==> config.mk <==
export PLATFORM = sky130hd
export DESIGN_NAME = timing_channel_bit_receiver_top
export DESIGN_NICKNAME = d
export VERILOG_FILES = /design/src/rtl/tcbr_pkg.sv /design/src/rtl/tcbr_vote_queue.sv /design/src/rtl/tcbr_front.sv /design/src/rtl/tcbr_back.sv /design/src/rtl/timing_channel_bit_receiver_top.sv
export VERILOG_INCLUDE_DIRS = /design/src /design/src/rtl
export SDC_FILE = /design/constraint.sdc
export NUM_CORES = 1
export LEC_CHECK = 0
export CORE_MARGIN = 1
export CORE_UTILIZATION = 45
export DETAILED_ROUTE_END_ITERATION = 8
export DONT_BUFFER_PORTS = 1
export PLACE_DENSITY = 0.67
export SYNTH_ARGS = -nofsm -noshare
export SYNTH_HDL_FRONTEND = slang
export SYNTH_HIERARCHICAL = 1
export SYNTH_SLANG_ARGS = --single-unit
export TNS_END_PERCENT = 30
==> constraint.sdc <==
create_clock -name aclk -period 4.4 [get_ports aclk]
set_input_delay 0.44 -clock aclk [delete_from_list [all_inputs] [get_ports aclk]]
set_output_delay 0.44 -clock aclk [all_outputs]
set_load 0.01 [all_outputs]
==> src/rtl/timing_channel_bit_receiver_top_assert.svh <==
// ----------------------------------------------------------------------------
// Assertion macros for the timing-channel bit receiver
// Shared property forms with a clock and an active-low reset.
// ----------------------------------------------------------------------------
`ifndef TIMING_CHANNEL_BIT_RECEIVER_TOP_ASSERT_SVH
`define TIMING_CHANNEL_BIT_RECEIVER_TOP_ASSERT_SVH

// Same-cycle implication.
`define TCBR_ASSERT_NOW(label, clk, rstn, cond, prop, msg) \
    label: assert property (@(posedge clk) disable iff (!(rstn)) (cond) |-> (prop)) \
        else $error(msg);

// Next-cycle implication.
`define TCBR_ASSERT_NEXT(label, clk, rstn, cond, prop, msg) \
    label: assert property (@(posedge clk) disable iff (!(rstn)) (cond) |=> (prop)) \
        else $error(msg);

`endif

==> src/rtl/tcbr_pkg.sv <==
// ----------------------------------------------------------------------------
// tcbr_pkg
// Types and constants shared by the timing-channel bit receiver modules.
// ----------------------------------------------------------------------------
`timescale 1ns / 1ps

package tcbr_pkg;

    localparam int COUNT_BITS_DEF  = 16;
    localparam int QUEUE_DEPTH_DEF = 4;

    localparam int LAT_W  = 16;
    localparam int LEN_W  = 8;
    localparam int BYTE_W = 8;
    localparam int ADDR_W = 4;
    localparam int DATA_W = 32;

    localparam logic [LAT_W-1:0] MISS_THRESHOLD_RST = 16'd215;
    localparam logic [LEN_W-1:0] SYNC_LENGTH_RST    = 8'd8;
    localparam logic [LEN_W-1:0] END_LENGTH_RST     = 8'd17;

    // Raw bits per vote minus one: the last raw bit of a triple.
    localparam logic [1:0] VOTE_LAST_IDX = 2'd2;

    typedef enum logic [1:0] {
        REG_MISS_THRESHOLD = 2'd0,
        REG_SYNC_LENGTH    = 2'd1,
        REG_END_LENGTH     = 2'd2,
        REG_UNUSED         = 2'd3
    } reg_idx_t;

    typedef struct packed {
        logic full;
        logic empty;
    } queue_stat_t;

endpackage

==> src/rtl/tcbr_vote_queue.sv <==
// ----------------------------------------------------------------------------
// tcbr_vote_queue
// Short queue of decoded votes between the sampling front and the byte back.
// ----------------------------------------------------------------------------
`timescale 1ns / 1ps

module tcbr_vote_queue
    import tcbr_pkg::*;
#(
    parameter int DEPTH = QUEUE_DEPTH_DEF
) (
    input  logic        aclk,
    input  logic        aresetn,
    input  logic        push,
    input  logic        push_vote,
    input  logic        pop,
    output logic        pop_vote,
    output queue_stat_t stat
);

    localparam int AW = (DEPTH > 1) ? $clog2(DEPTH) : 1;
    localparam int CW = $clog2(DEPTH + 1);
    localparam logic [AW-1:0] LAST_PTR = AW'(DEPTH - 1);
    localparam logic [CW-1:0] FULL_CNT = CW'(DEPTH);

    logic [DEPTH-1:0] slot_reg;
    logic [AW-1:0]    wr_ptr_reg, wr_ptr_next;
    logic [AW-1:0]    rd_ptr_reg, rd_ptr_next;
    logic [CW-1:0]    count_reg, count_next;

    always_comb begin
        wr_ptr_next = wr_ptr_reg;
        rd_ptr_next = rd_ptr_reg;
        count_next  = count_reg;
        if (push) begin
            wr_ptr_next = (wr_ptr_reg == LAST_PTR) ? '0 : wr_ptr_reg + 1'b1;
        end
        if (pop) begin
            rd_ptr_next = (rd_ptr_reg == LAST_PTR) ? '0 : rd_ptr_reg + 1'b1;
        end
        if (push && !pop) begin
            count_next = count_reg + 1'b1;
        end else if (pop && !push) begin
            count_next = count_reg - 1'b1;
        end
    end

    always_ff @(posedge aclk) begin
        if (!aresetn) begin
            wr_ptr_reg <= '0;
            rd_ptr_reg <= '0;
            count_reg  <= '0;
        end else begin
            wr_ptr_reg <= wr_ptr_next;
            rd_ptr_reg <= rd_ptr_next;
            count_reg  <= count_next;
        end
    end

    always_ff @(posedge aclk) begin
        if (push) begin
            slot_reg[wr_ptr_reg] <= push_vote;
        end
    end

    assign pop_vote   = slot_reg[rd_ptr_reg];
    assign stat.full  = (count_reg == FULL_CNT);
    assign stat.empty = (count_reg == '0);

endmodule

==> src/rtl/tcbr_front.sv <==
// ----------------------------------------------------------------------------
// tcbr_front
// Classifies probe samples as hit or miss, forms raw bits and majority votes.
// ----------------------------------------------------------------------------
`timescale 1ns / 1ps

module tcbr_front
    import tcbr_pkg::*;
#(
    parameter int COUNT_BITS = COUNT_BITS_DEF
) (
    input  logic             aclk,
    input  logic             aresetn,
    input  logic [LAT_W-1:0] miss_threshold,
    input  logic             s_valid,
    output logic             s_ready,
    input  logic [LAT_W-1:0] s_latency,
    input  logic             s_window_last,
    input  queue_stat_t      q_stat,
    output logic             vote_push,
    output logic             vote_value
);

    logic [COUNT_BITS-1:0] hit_reg, hit_next;
    logic [COUNT_BITS-1:0] miss_reg, miss_next;
    logic [1:0]            vbits_reg, vbits_next;
    logic [1:0]            vidx_reg, vidx_next;

    logic [COUNT_BITS-1:0] hit_upd, miss_upd;
    logic                  take, is_hit, raw_bit;
    logic [1:0]            ones;

    assign s_ready = !q_stat.full;
    assign take    = s_valid && s_ready;
    assign is_hit  = (s_latency < miss_threshold);

    always_comb begin
        hit_upd  = hit_reg;
        miss_upd = miss_reg;
        if (is_hit) begin
            hit_upd = (&hit_reg) ? hit_reg : hit_reg + 1'b1;
        end else begin
            miss_upd = (&miss_reg) ? miss_reg : miss_reg + 1'b1;
        end
    end

    assign raw_bit = !(hit_upd < miss_upd);
    assign ones    = {1'b0, vbits_reg[0]} + {1'b0, vbits_reg[1]} + {1'b0, raw_bit};

    always_comb begin
        hit_next   = hit_reg;
        miss_next  = miss_reg;
        vbits_next = vbits_reg;
        vidx_next  = vidx_reg;
        vote_push  = 1'b0;
        vote_value = ones[1];
        if (take) begin
            hit_next  = hit_upd;
            miss_next = miss_upd;
            if (s_window_last) begin
                hit_next  = '0;
                miss_next = '0;
                if (vidx_reg < VOTE_LAST_IDX) begin
                    vbits_next = vbits_reg | ({1'b0, raw_bit} << vidx_reg[0]);
                    vidx_next  = vidx_reg + 1'b1;
                end else begin
                    // third raw bit: vote and clear the triple
                    vbits_next = '0;
                    vidx_next  = '0;
                    vote_push  = 1'b1;
                end
            end
        end
    end

    always_ff @(posedge aclk) begin
        if (!aresetn) begin
            hit_reg   <= '0;
            miss_reg  <= '0;
            vbits_reg <= '0;
            vidx_reg  <= '0;
        end else begin
            hit_reg   <= hit_next;
            miss_reg  <= miss_next;
            vbits_reg <= vbits_next;
            vidx_reg  <= vidx_next;
        end
    end

endmodule

==> src/rtl/tcbr_back.sv <==
// ----------------------------------------------------------------------------
// tcbr_back
// Consumes votes: sync detection, byte assembly and end-of-message marker.
// ----------------------------------------------------------------------------
`timescale 1ns / 1ps

module tcbr_back
    import tcbr_pkg::*;
(
    input  logic              aclk,
    input  logic              aresetn,
    input  logic [LEN_W-1:0]  sync_length,
    input  logic [LEN_W-1:0]  end_length,
    input  queue_stat_t       q_stat,
    input  logic              vote_value,
    output logic              vote_pop,
    output logic              m_valid,
    input  logic              m_ready,
    output logic [BYTE_W-1:0] m_byte_out,
    output logic              m_message_end
);

    logic [LEN_W-1:0]  zrun_reg, zrun_next;
    logic              locked_reg, locked_next;
    logic [BYTE_W-1:0] shift_reg, shift_next;
    logic [2:0]        bidx_reg, bidx_next;
    logic              done_reg, done_next;
    logic              ovalid_reg, ovalid_next;
    logic [BYTE_W-1:0] obyte_reg, obyte_next;
    logic              oend_reg, oend_next;

    logic              slot_free;
    logic [LEN_W-1:0]  zrun_inc;
    logic [BYTE_W-1:0] shifted;

    assign slot_free = !ovalid_reg || m_ready;
    // drain without output once the message has ended
    assign vote_pop  = !q_stat.empty && (done_reg || slot_free);
    assign zrun_inc  = (&zrun_reg) ? zrun_reg : zrun_reg + 1'b1;
    assign shifted   = {shift_reg[BYTE_W-2:0], vote_value};

    always_comb begin
        zrun_next   = zrun_reg;
        locked_next = locked_reg;
        shift_next  = shift_reg;
        bidx_next   = bidx_reg;
        done_next   = done_reg;
        ovalid_next = ovalid_reg && !m_ready;
        obyte_next  = obyte_reg;
        oend_next   = oend_reg;
        if (vote_pop && !done_reg) begin
            if (!locked_reg) begin
                if (!vote_value) begin
                    zrun_next = zrun_inc;
                    if (zrun_inc >= sync_length) begin
                        locked_next = 1'b1;
                        zrun_next   = '0;
                    end
                end else begin
                    zrun_next = '0;
                end
            end else if (!vote_value && (zrun_inc >= end_length)) begin
                zrun_next   = zrun_inc;
                done_next   = 1'b1;
                ovalid_next = 1'b1;
                obyte_next  = '0;
                oend_next   = 1'b1;
            end else begin
                zrun_next  = vote_value ? '0 : zrun_inc;
                shift_next = shifted;
                bidx_next  = bidx_reg + 1'b1;
                if (&bidx_reg) begin
                    shift_next  = '0;
                    ovalid_next = 1'b1;
                    obyte_next  = shifted;
                    oend_next   = 1'b0;
                end
            end
        end
    end

    always_ff @(posedge aclk) begin
        if (!aresetn) begin
            zrun_reg   <= '0;
            locked_reg <= 1'b0;
            shift_reg  <= '0;
            bidx_reg   <= '0;
            done_reg   <= 1'b0;
            ovalid_reg <= 1'b0;
        end else begin
            zrun_reg   <= zrun_next;
            locked_reg <= locked_next;
            shift_reg  <= shift_next;
            bidx_reg   <= bidx_next;
            done_reg   <= done_next;
            ovalid_reg <= ovalid_next;
        end
    end

    always_ff @(posedge aclk) begin
        obyte_reg <= obyte_next;
        oend_reg  <= oend_next;
    end

    assign m_valid       = ovalid_reg;
    assign m_byte_out    = obyte_reg;
    assign m_message_end = oend_reg;

endmodule

==> src/rtl/timing_channel_bit_receiver_top.sv <==
// ----------------------------------------------------------------------------
// timing_channel_bit_receiver_top
// Probe-latency receiver: hit/miss windows, triple majority vote, sync and
// byte framing, with an APB register port.
//
//   Channel | Ports                          | Transfer
//   --------+--------------------------------+------------------------------
//   in      | s_latency, s_window_last       | s_valid & s_ready
//   out     | m_byte_out, m_message_end      | m_valid & m_ready
//   config  | psel/penable/pwrite/paddr/...  | access phase, pready high
//
// One sample per cycle: the front compares and counts in the transaction
// cycle and pushes a vote into the queue on every third window end.
// The back retires one vote per cycle unless a held result stalls it;
// m_valid comes from the back's output register, behind the vote queue.
// s_ready drops only while the vote queue is full, which happens only while
// m_ready holds a result back. Reset is synchronous; no clearing pass.
// ----------------------------------------------------------------------------
`timescale 1ns / 1ps

`include "timing_channel_bit_receiver_top_assert.svh"

module timing_channel_bit_receiver_top
    import tcbr_pkg::*;
#(
    parameter int COUNT_BITS  = COUNT_BITS_DEF,
    parameter int QUEUE_DEPTH = QUEUE_DEPTH_DEF
) (
    input  logic              aclk,
    input  logic              aresetn,
    input  logic              psel,
    input  logic              penable,
    input  logic              pwrite,
    input  logic [ADDR_W-1:0] paddr,
    input  logic [DATA_W-1:0] pwdata,
    output logic [DATA_W-1:0] prdata,
    output logic              pready,
    input  logic              s_valid,
    output logic              s_ready,
    input  logic [LAT_W-1:0]  s_latency,
    input  logic              s_window_last,
    output logic              m_valid,
    input  logic              m_ready,
    output logic [BYTE_W-1:0] m_byte_out,
    output logic              m_message_end
);

    logic [LAT_W-1:0] thresh_reg, thresh_next;
    logic [LEN_W-1:0] sync_reg, sync_next;
    logic [LEN_W-1:0] end_reg, end_next;

    reg_idx_t    reg_idx;
    logic        wr_en;
    queue_stat_t q_stat;
    logic        vote_push, vote_in, vote_pop, vote_out;

    assign pready  = 1'b1;
    assign reg_idx = reg_idx_t'(paddr[ADDR_W-1:2]);
    assign wr_en   = psel && penable && pwrite && pready;

    always_comb begin
        thresh_next = thresh_reg;
        sync_next   = sync_reg;
        end_next    = end_reg;
        if (wr_en) begin
            case (reg_idx)
                REG_MISS_THRESHOLD: thresh_next = pwdata[LAT_W-1:0];
                REG_SYNC_LENGTH:    sync_next   = pwdata[LEN_W-1:0];
                REG_END_LENGTH:     end_next    = pwdata[LEN_W-1:0];
                default: begin
                    // drop writes to unmapped addresses
                end
            endcase
        end
    end

    always_comb begin
        case (reg_idx)
            REG_MISS_THRESHOLD: prdata = {{(DATA_W-LAT_W){1'b0}}, thresh_reg};
            REG_SYNC_LENGTH:    prdata = {{(DATA_W-LEN_W){1'b0}}, sync_reg};
            REG_END_LENGTH:     prdata = {{(DATA_W-LEN_W){1'b0}}, end_reg};
            default:            prdata = '0;
        endcase
    end

    always_ff @(posedge aclk) begin
        if (!aresetn) begin
            thresh_reg <= MISS_THRESHOLD_RST;
            sync_reg   <= SYNC_LENGTH_RST;
            end_reg    <= END_LENGTH_RST;
        end else begin
            thresh_reg <= thresh_next;
            sync_reg   <= sync_next;
            end_reg    <= end_next;
        end
    end

    tcbr_front #(
        .COUNT_BITS(COUNT_BITS)
    ) u_front (
        .aclk          (aclk),
        .aresetn       (aresetn),
        .miss_threshold(thresh_reg),
        .s_valid       (s_valid),
        .s_ready       (s_ready),
        .s_latency     (s_latency),
        .s_window_last (s_window_last),
        .q_stat        (q_stat),
        .vote_push     (vote_push),
        .vote_value    (vote_in)
    );

    tcbr_vote_queue #(
        .DEPTH(QUEUE_DEPTH)
    ) u_queue (
        .aclk     (aclk),
        .aresetn  (aresetn),
        .push     (vote_push),
        .push_vote(vote_in),
        .pop      (vote_pop),
        .pop_vote (vote_out),
        .stat     (q_stat)
    );

    tcbr_back u_back (
        .aclk         (aclk),
        .aresetn      (aresetn),
        .sync_length  (sync_reg),
        .end_length   (end_reg),
        .q_stat       (q_stat),
        .vote_value   (vote_out),
        .vote_pop     (vote_pop),
        .m_valid      (m_valid),
        .m_ready      (m_ready),
        .m_byte_out   (m_byte_out),
        .m_message_end(m_message_end)
    );

    `TCBR_ASSERT_NOW(a_no_overflow, aclk, aresetn, vote_push, !q_stat.full,
        "vote pushed into a full queue")
    `TCBR_ASSERT_NOW(a_no_underflow, aclk, aresetn, vote_pop, !q_stat.empty,
        "vote popped from an empty queue")
    `TCBR_ASSERT_NOW(a_end_zero, aclk, aresetn, m_valid && m_message_end,
        m_byte_out == '0, "end marker carries a nonzero byte")
    `TCBR_ASSERT_NEXT(a_silent_after_end, aclk, aresetn,
        m_valid && m_ready && m_message_end, !m_valid,
        "result produced after the end marker")

endmodule
# Word-level counts from Yosys, hierarchy flattened

Index checks and enable logic that the tools add are counted.

Bits in registers: 109
Latch bits: 0
Bits in writable memories: 0
ROM bits: 0
Bits of input ports: 60
Output and inout bits: 44
Memories kept: 0

Add/sub/neg operators: 11
Multipliers: 0
Divide/modulo/power cells: 0
Magnitude comparators: 8
Eq/ne operators: 5
Shift-type cells: 1
Multiplexer cells: 37
Bitwise logic cells: 2
Reductions and logical operators: 36

Operator list:

| operator                                                                     | number |
|---|---|
| 16-bit two-way mux                                                           | 6 |
| 8-bit two-way mux                                                            | 7 |
| 16-bit case mux with 3 select lines                                          | 1 |
| 16-bit by 1-bit adder with 16-bit output, second input constant              | 2 |
| 16-bit less-than comparator                                                  | 2 |
| 16-bit AND reduction                                                         | 2 |
| 8-bit >= comparator                                                          | 2 |
| 1-bit two-way mux                                                            | 13 |
| 3-bit AND reduction                                                          | 4 |
| 1-bit logical AND                                                            | 10 |
| 1-bit logical NOT                                                            | 9 |
| 8-bit by 1-bit adder with 8-bit output, second input constant                | 1 |
| 2-bit two-way mux                                                            | 4 |
| 2-bit AND reduction                                                          | 4 |
| 8-bit AND reduction                                                          | 1 |
| 7-bit two-way mux                                                            | 1 |
| 2-bit by 1-bit adder with 2-bit output, second input constant                | 3 |
| 3-bit by 1-bit adder with 3-bit output, second input constant                | 2 |
| 2-bit equality test, second input constant                                   | 3 |
| 2-bit by 3-bit less-than comparator with 1-bit output, second input constant | 2 |
| 3-bit two-way mux                                                            | 2 |
| 4-bit bitwise mux                                                            | 1 |
| 2-bit nonzero test                                                           | 2 |
| 3-bit equality test, second input constant                                   | 1 |
| other kinds (14)                                                             | 15 |

# Depth between registers and ports, before layout

Gate-level depths: netlist of the first run.

Depth in word-level cells: 8
Depth in mapped cells: 18
Gate-level depth less buffers: 17

# Hierarchy

Netlist of the first run, hierarchy kept.

Modules (own cells, without submodules):

| module                          | instances | cells an instance | area each (sq um) | seq. area each (sq um) |
|---|---|---|---|---|
| tcbr_front                      | 1         | 443               | 3358.2            | 720.7 |
| tcbr_back                       | 1         | 198               | 1811.7            | 690.7 |
| timing_channel_bit_receiver_top | 1         | 192               | 1691.6            | 640.6 |
| tcbr_vote_queue                 | 1         | 47                | 559.3             | 260.2 |

# Worst setup path before layout of the first run

Ideal clock, no wire load.

Kind: input to register
Start point: in s_latency[1]
End point: reg u_queue.slot_reg[0] (data pin)
Setup time: 0.263 ns
Data arrival time: 3.845 ns
Path slack: 0.293 ns
Cell stages on the path: 15
Cells stage by stage: ha_1 > a2111o_1 > a41oi_4 > nand3_4 > buf_2 > nor2_1 > mux2_1 > ha_1 > a21oi_1 > o211ai_1 > a221o_1 > nor3_1 > a21oi_1 > ha_1 > a21o_1

Word-level cells in the longest chain between the ends: 6
Elaborated cells on any way between the ends: 7

Ends and longest elaborated chain:

| item                                     | line                                  | text |
|---|---|---|
| start: declaration                       | timing_channel_bit_receiver_top.sv:40 | `input logic [LAT_W-1:0] s_latency,` |
| 16-bit less-than comparator *            | tcbr_front.sv:35                      | `assign is_hit = (s_latency < miss_threshold);` |
| 16-bit two-way mux                       | tcbr_front.sv:40                      | `if (is_hit) begin` |
| 16-bit less-than comparator *            | tcbr_front.sv:47                      | `assign raw_bit = !(hit_upd < miss_upd);` |
| 1-bit logical NOT *                      | tcbr_front.sv:47                      |  |
| 2-bit by 1-bit adder with 2-bit output * | tcbr_front.sv:48                      | `assign ones = {1'b0, vbits_reg[0]} + {1'b0, vbits_reg[1]} + {1'b0, raw_bit};` |
| net vote_in                              | timing_channel_bit_receiver_top.sv:55 | `logic vote_push, vote_in, vote_pop, vote_out;` |
| 4-bit bitwise mux *                      | tcbr_vote_queue.sv:62                 | `slot_reg[wr_ptr_reg] <= push_vote;` |
| end signal: indexed assignment           | tcbr_vote_queue.sv:62                 |  |
| end: declaration                         | tcbr_vote_queue.sv:26                 | `logic [DEPTH-1:0] slot_reg;` |

The timed path passes the listed nets; every way through them passes the cells marked *.
A chain may end at the register's enable or synchronous reset.

# Final worst setup path of the first run

Start point: reg thresh_reg[2]
End point: reg u_queue.slot_reg[2] (data pin)

Word-level cells in the longest chain between the ends: 6
Elaborated cells on any way between the ends: 7

Ends and longest elaborated chain:

| item                                     | line                                  | text |
|---|---|---|
| start: declaration                       | timing_channel_bit_receiver_top.sv:48 | `logic [LAT_W-1:0] thresh_reg, thresh_next;` |
| start signal: assignment                 | timing_channel_bit_receiver_top.sv:92 | `thresh_reg <= thresh_next;` |
| 16-bit less-than comparator *            | tcbr_front.sv:35                      |  |
| 16-bit two-way mux                       | tcbr_front.sv:40                      |  |
| 16-bit less-than comparator *            | tcbr_front.sv:47                      |  |
| 1-bit logical NOT *                      | tcbr_front.sv:47                      |  |
| 2-bit by 1-bit adder with 2-bit output * | tcbr_front.sv:48                      |  |
| net vote_in                              | timing_channel_bit_receiver_top.sv:55 |  |
| 4-bit bitwise mux *                      | tcbr_vote_queue.sv:62                 |  |

Marks and branches as above.

==> out/metrics.yaml, run 1 <==
logic_synthesis:
  synth_cells: 880
  yosysWarnings: 6
  async_flop_share_pct: 0
  ys.flop_type: "dfxtp_1"
  yosysSeqAreaShare_pct: 31.2
  synth_compound_gate_area_share_pct: 16.7
  synth.most_common_cell: "nand2_1"
  synthAdderAreaFrac_pct: 10.0
  synth_common_cells: "nand2_1 (132), dfxtp_1 (96), ha_1 (58), inv_1 (54), mux2i_1 (51)"
  yosysTopAreaCell: "dfxtp_1"
  synth.avg_cell_area_um2: 8.43
  synth.area.mux_share_pct: 7.99
  synthSimpleGateAreaFrac_pct: 23.6
  synth_top_family_by_area: "simple AND/OR/NAND/NOR gates"
  ys_ff_latch: 109
  yosys-top-cells-area: "dfxtp_1 (26%), ha_1 (9.8%), mux2i_1 (6.9%)"
  yosys.area.top_type_share_pct: 25.9
  synth_edf_count: 13
  synthXorXnorAreaFrac_pct: 2.83
  synth_cell_types: 88
  netlist_area_um2: 7420
sta:
  setup_violations: 0
  layout_min_cycle_time_ps: 4180
  finalSetupTns_ps: 0
  rsz0062_at_grt: "false"
  worst_pin_slew_ps: 894
  max_freq_mhz: 239
  drv_slew: 0
  fin_skew_ps: 6.87
  hold_viol: 0
  max_slew_margin_pct: 40.4
  period_share_pct: 95.0
worst_setup_path:
  rr_startpoint: "thresh_reg[2]$_SDFFE_PN1P_"
  startpoint_type: "register"
  worstPathRequired_ps: 4500
  slowest_stage: "or3_1"
  path_cells: "inv_1 -> ha_1 -> or3_1 -> a41oi_4 -> nand3_4 -> nor3_2 -> xor2_1 -> ha_1 -> a21o_1 -> a21oi_1 -> o211ai_1 -> a221o_1 -> nor3_1 -> a21oi_1 -> ha_1 -> a21o_1"
  cp.buffers_inverters: 1
  critPathMaxStageDelay_ps: 410
  cpMostUsedCell: "ha_1"
  critical_path_class: "register to register"
  ff2ff_setup_slack_ps: 220
  critPathMaxFanout: 7
  rr_worst_depth: 16
  end_kind: "register"
  critPathTopFamily: "compound AO/OA/AOI/OAI gates"
  arrival_ps: 4280
  worst_r2r_endpoint: "u_queue/slot_reg[2]$_DFFE_PP_"
global_route:
  grt_first_pass_wirelength_um: 27200
  grt_pass1_vias: 5497
  grt_max_degree: 93
  antenna_found_initial: 0
  grt.overflow.total: 0
  track_usage_pct: 20.3
status:
  status: "complete, no violations"
detailed_routing:
  via_per_inst: 5.61
  routed_wirelength_um: 17100
  drcViolationCount: 0
  drt_iter0_drc: 411
  avgRoutedWirePerCell_um: 15.7
  ant_nets: 0
  drtPass1Iterations: 5
  vias: 6135
pwr:
  p_seq_share_pct: 45.1
  peakVddDrop_mv: 0.199
  p_clk_share_pct: 34.2
  p_sw_share_pct: 29.9
  p_int_mw: 1.69
  combPwrFrac_pct: 20.7
  p_switching_mw: 0.722
  p_per_area_nw_per_um2: 305
  power.total_mw: 2.41
  p_leak_nw: 3.06
finish:
  antenna_cells: 0
  fin_nets: 992
  layout-drive-gt1-share_pct: 8.31
  final_cells: 1094
  fin_area_um2: 7920
  syn_to_final_growth_pct: 6.66
  fin_util_pct: 49.5
cts:
  root_buffer: "clkbuf_16"
  h-tree-depth: 3
  clock_latency_ps: 350
  clock_path_buffers: 2
  cts_tree: "yes"
  cts_sinks: 109
  path_clk_slew_ps: 70
  cts_made_buffers: 9
die:
  start_util_pct: 46.4
  ios: 104
  die-area_um2: 17000
  die_y_um: 130
  core_area_um2: 16000
  fp.dieW_um: 130
  rows: 46
worst_hold_path:
  worstHoldStart: "s_window_last"
  hold_depth: 1
  min_to: "u_front/hit_reg[10]$_SDFFE_PN0P_"
  hold_class: "input port to register"
placement:
  portBuffers: 0
  place_area_um2: 7550
  hpwl_um: 12400
  place.gp.congestion: 0.883
  placed_cells: 1073
run:
  cap_violations: 0
## final cells by class
| type | count | area, um2 |
|---|---|---|
| timing repair buffer | 26 | 199 |
| inverter | 55 | 206 |
| tap | 216 | 270 |
| clock inverter | 5 | 61.3 |
| fill | 1578 | 8090 |
| sequential | 109 | 2310 |
| clock buffer | 11 | 233 |
| multi-input combinational | 672 | 4630 |
## layout by cell type, fill, tap and decap left out, types with 5 or more instances in the layout
cell type / n
a211oi_1: 7
a21oi_1: 31
a22o_1: 6
a31oi_1: 19
and2_1: 25
and3_1: 12
and4_1: 5
buf_4: 25
clkbuf_16: 9
conb_1: 17
dfxtp_1: 96
edfxtp_1: 13
ha_1: 58
inv_1: 54
mux2i_1: 51
nand2_1: 132
nand2b_1: 9
nand3_1: 34
nand4_1: 17
nor2_1: 42
nor2b_1: 14
nor3_1: 15
o211ai_1: 10
o211ai_2: 5
o21ai_0: 25
o21ai_1: 5
o31ai_1: 5
or3_1: 7
xnor2_1: 14
xor2_1: 10
## timing repair
action,CTS,global route
resized for setup,0,8
endpoints found under the setup margin,0,4
hold buffers,0,0
buffers inserted,0,5
## power by group through the flow
stage          Combinational (mW)  Clock (mW)  Sequential (mW)
2_1_floorplan               0.412           0             1.10
3_3_place_gp                0.478           0             1.11
3_5_place_dp                0.489           0             1.11
4_1_cts                     0.492       0.845             1.09
5_1_grt                     0.565       0.886             1.09
6_report                    0.499       0.826             1.09
## layer usage
metal | vias to the layer above | routed length [um] | track usage, %
met5 | - | 0 | 0
met4 | 0 | 208 | 6.29
met1 | 2885 | 8150 | 26.9
li1 | 3095 | - | -
met3 | 15 | 899 | 3.22
met2 | 140 | 7890 | 34.0
## cell families (layout without fill, tap and decap cells)
| kind of cell | after synthesis | in the layout |
|---|---|---|
| buffers and inverters | 114 | 97 |
| multiplexers | 57 | 57 |
| XOR/XNOR | 24 | 24 |
| flip-flops | 109 | 109 |
| AO/OA/AOI/OAI | 171 | 171 |
| adder cells (fa/ha/maj) | 59 | 59 |
| other | 2 | 17 |
| AND/OR/NAND/NOR | 344 | 344 |
## stage by stage
step	worst slack [ps]	hold WS [ps]
floorplan	293	430
global placement	129	441
detailed placement	123	448
CTS	114	155
global route	15.2	185
finish	220	188
## worst register-to-register path: stages (launching register included)
cell,delay [ps]
dfxtp_1,360
inv_1,50
ha_1,260
or3_1,410
a41oi_4,380
nand3_4,170
nor3_2,240
xor2_1,200
ha_1,270
a21o_1,180
a21oi_1,130
o211ai_1,100
a221o_1,370
nor3_1,210
a21oi_1,100
ha_1,280
a21o_1,210
## how the worst max path moves through the flow
stage                                            from                            end  slack (ps)  depth (start not counted)
after global placement                  s_latency[11]  u_queue/slot_reg[2]$_DFFE_PP_         130                         16
final                      thresh_reg[2]$_SDFFE_PN1P_  u_queue/slot_reg[2]$_DFFE_PP_         220                         16
after detailed placement                s_latency[11]  u_queue/slot_reg[2]$_DFFE_PP_         120                         15
after global routing       thresh_reg[2]$_SDFFE_PN1P_  u_queue/slot_reg[1]$_DFFE_PP_          20                         16
after CTS                 thresh_reg[11]$_SDFFE_PN0P_  u_queue/slot_reg[2]$_DFFE_PP_         110                         20
after floorplan                          s_latency[1]  u_queue/slot_reg[0]$_DFFE_PP_         290                         15
No activity file was read; power rests on OpenSTA's default activity.
==> run 2, diff against run 1 <==
GPL_ROUTABILITY_DRIVEN = 0   (was not set)
HOLD_SLACK_MARGIN = 0.15   (was not set)
MAX_ROUTING_LAYER = met4   (was not set)
==> run 2 against run 1 <==
  * Critical path type unchanged
  * Clock skew about the same
  * Largest cell class unchanged
  * Critical path depth unchanged
  * Setup slack worse by 5.6 ps
  * Die area stayed put
  * Power about the same
  * Largest power group unchanged
  * Clock power about the same
==> out/metrics.yaml, run 2 (synthesis results as in run 1) <==
pwr:
  p_int_mw: 1.69
  p_leak_nw: 3.06
  p_switching_mw: 0.722
  peakVddDrop_mv: 0.197
  p_sw_share_pct: 29.9
  p_per_area_nw_per_um2: 305
  p_clk_share_pct: 34.2
  combPwrFrac_pct: 20.7
  p_seq_share_pct: 45.1
cts:
  h-tree-depth: 3
  clock_path_buffers: 2
  clock_latency_ps: 350
  cts_tree: "yes"
  path_clk_slew_ps: 70
  cts_made_buffers: 9
  root_buffer: "clkbuf_16"
  cts_hold_buf: 0
  cts_sinks: 109
die:
  rows: 46
  start_util_pct: 46.4
  core_area_um2: 16000
  die-area_um2: 17000
  fp.dieW_um: 130
  ios: 104
  die_y_um: 130
detailed_routing:
  via_per_inst: 5.57
  ant_nets: 0
  avgRoutedWirePerCell_um: 15.6
  routed_wirelength_um: 17100
  drcViolationCount: 0
  drt_iter0_drc: 405
  vias: 6098
  drtPass1Iterations: 5
finish:
  nFillCells: 1578
  final_cell_mix: "nand2_1 (132), dfxtp_1 (96), ha_1 (58)"
  final_common_cell: "nand2_1"
  fin_nets: 992
  antenna_cells: 0
  fin_util_pct: 49.5
  layout-drive-gt1-share_pct: 8.31
  syn_to_final_growth_pct: 6.66
worst_setup_path:
  critPathTopFamily: "compound AO/OA/AOI/OAI gates"
  arrival_ps: 4290
  critical_path_class: "register to register"
  end_kind: "register"
  cp.buffers_inverters: 2
  critPathMaxFanout: 5
  worstPathRequired_ps: 4500
  startpoint_type: "register"
  critPathMaxStageDelay_ps: 410
  slowest_stage: "or3_1"
  cpMostUsedCell: "ha_1"
  path_cells: "inv_1 -> ha_1 -> or3_1 -> a41oi_4 -> buf_4 -> and3_1 -> nand2_1 -> mux2_1 -> ha_1 -> a21oi_2 -> o211ai_1 -> a221o_1 -> nor3_1 -> a21oi_1 -> ha_1 -> a21o_1"
global_route:
  track_usage_pct: 20.9
  grt_first_pass_wirelength_um: 27100
  grt_pass1_vias: 5506
  antenna_found_initial: 0
  grt_max_degree: 93
  grt.overflow.total: 0
placement:
  portBuffers: 0
  hpwl_um: 12400
sta:
  fin_skew_ps: 7.02
  hold-worst-slack_ps: 188
  period_share_pct: 95.1
  max_slew_margin_pct: 40.4
  finalSetupTns_ps: 0
  worst_pin_slew_ps: 893
  rsz0062_at_grt: "false"
  hold_viol: 0
  layout_min_cycle_time_ps: 4190
  setup_violations: 0
  drv_slew: 0
  max_freq_mhz: 239
status:
  status: "complete, no violations"
worst_hold_path:
  hold_class: "input port to register"
run:
  cap_violations: 0
## run 2: cell counts in the layout (fill, tap and decap cells not counted)
Identical to the previous run, type by type.
## run 2: stage by stage
step	std cells	total power, mW	area, um2	setup slack [ps]
5_1_grt	1094	2.54	7920	15.4
6_report	1094	2.41	7920	214
3_5_place_dp	1073	1.60	7550	123
2_1_floorplan	895	1.51	7480	293
3_3_place_gp	1073	1.59	7550	129
4_1_cts	1089	2.42	7850	114
## run 2: layout make-up
cell class	count	area [um2]	area share (%)
Clock inverter	5	61.3	0.775
Sequential cell	109	2310	29.2
Multi-Input combinational cell	672	4630	58.5
Inverter	55	206	2.61
Tap cell	216	270	3.41
Clock buffer	11	233	2.94
Timing Repair Buffer	26	199	2.51
## run 2: timing repair
action	4_1_cts	5_1_grt
endpoints found under the setup margin	0	4
endpoints found under the hold margin	0	0
gates resized for setup	0	8
buffers inserted	0	5
## run 2: power by group through the flow
stage	clock network, mW	logic (mW)	registers [mW]
after floorplan	0	0.412	1.10
after detailed placement	0	0.489	1.11
after global placement	0	0.478	1.11
after global routing	0.885	0.565	1.09
final	0.825	0.500	1.09
after CTS	0.845	0.492	1.09
## run 2: per-layer routing
| metal | GRT usage, % | part of all wire [%] | up-vias | wire (um) |
|---|---|---|---|---|
| met5 | - | 0 | - | 0 |
| li1 | - | - | 3090 | - |
| met3 | 3.22 | 5.5 | 17 | 932 |
| met1 | 26.8 | 47 | 2847 | 8040 |
| met4 | 6.29 | 1.2 | 0 | 213 |
| met2 | 34.0 | 46 | 144 | 7890 |
## run 2: path summary, 6_finish.rpt
| kind | startpoint | to | slack [ps] | depth (start not counted) |
|---|---|---|---|---|
| worst max-delay path | thresh_reg[2]$_SDFFE_PN1P_ | u_queue/slot_reg[2]$_DFFE_PP_ | 210 | 16 |
| worst min-delay path | s_window_last | u_front/hit_reg[10]$_SDFFE_PN0P_ | 190 | 1 |
| worst max register to register | thresh_reg[2]$_SDFFE_PN1P_ | u_queue/slot_reg[2]$_DFFE_PP_ | 210 | 16 |
| worst min register to register | u_back/shift_reg[6]$_SDFFE_PN0P_ | u_back/shift_reg[6]$_SDFFE_PN0P_ | 460 | 2 |
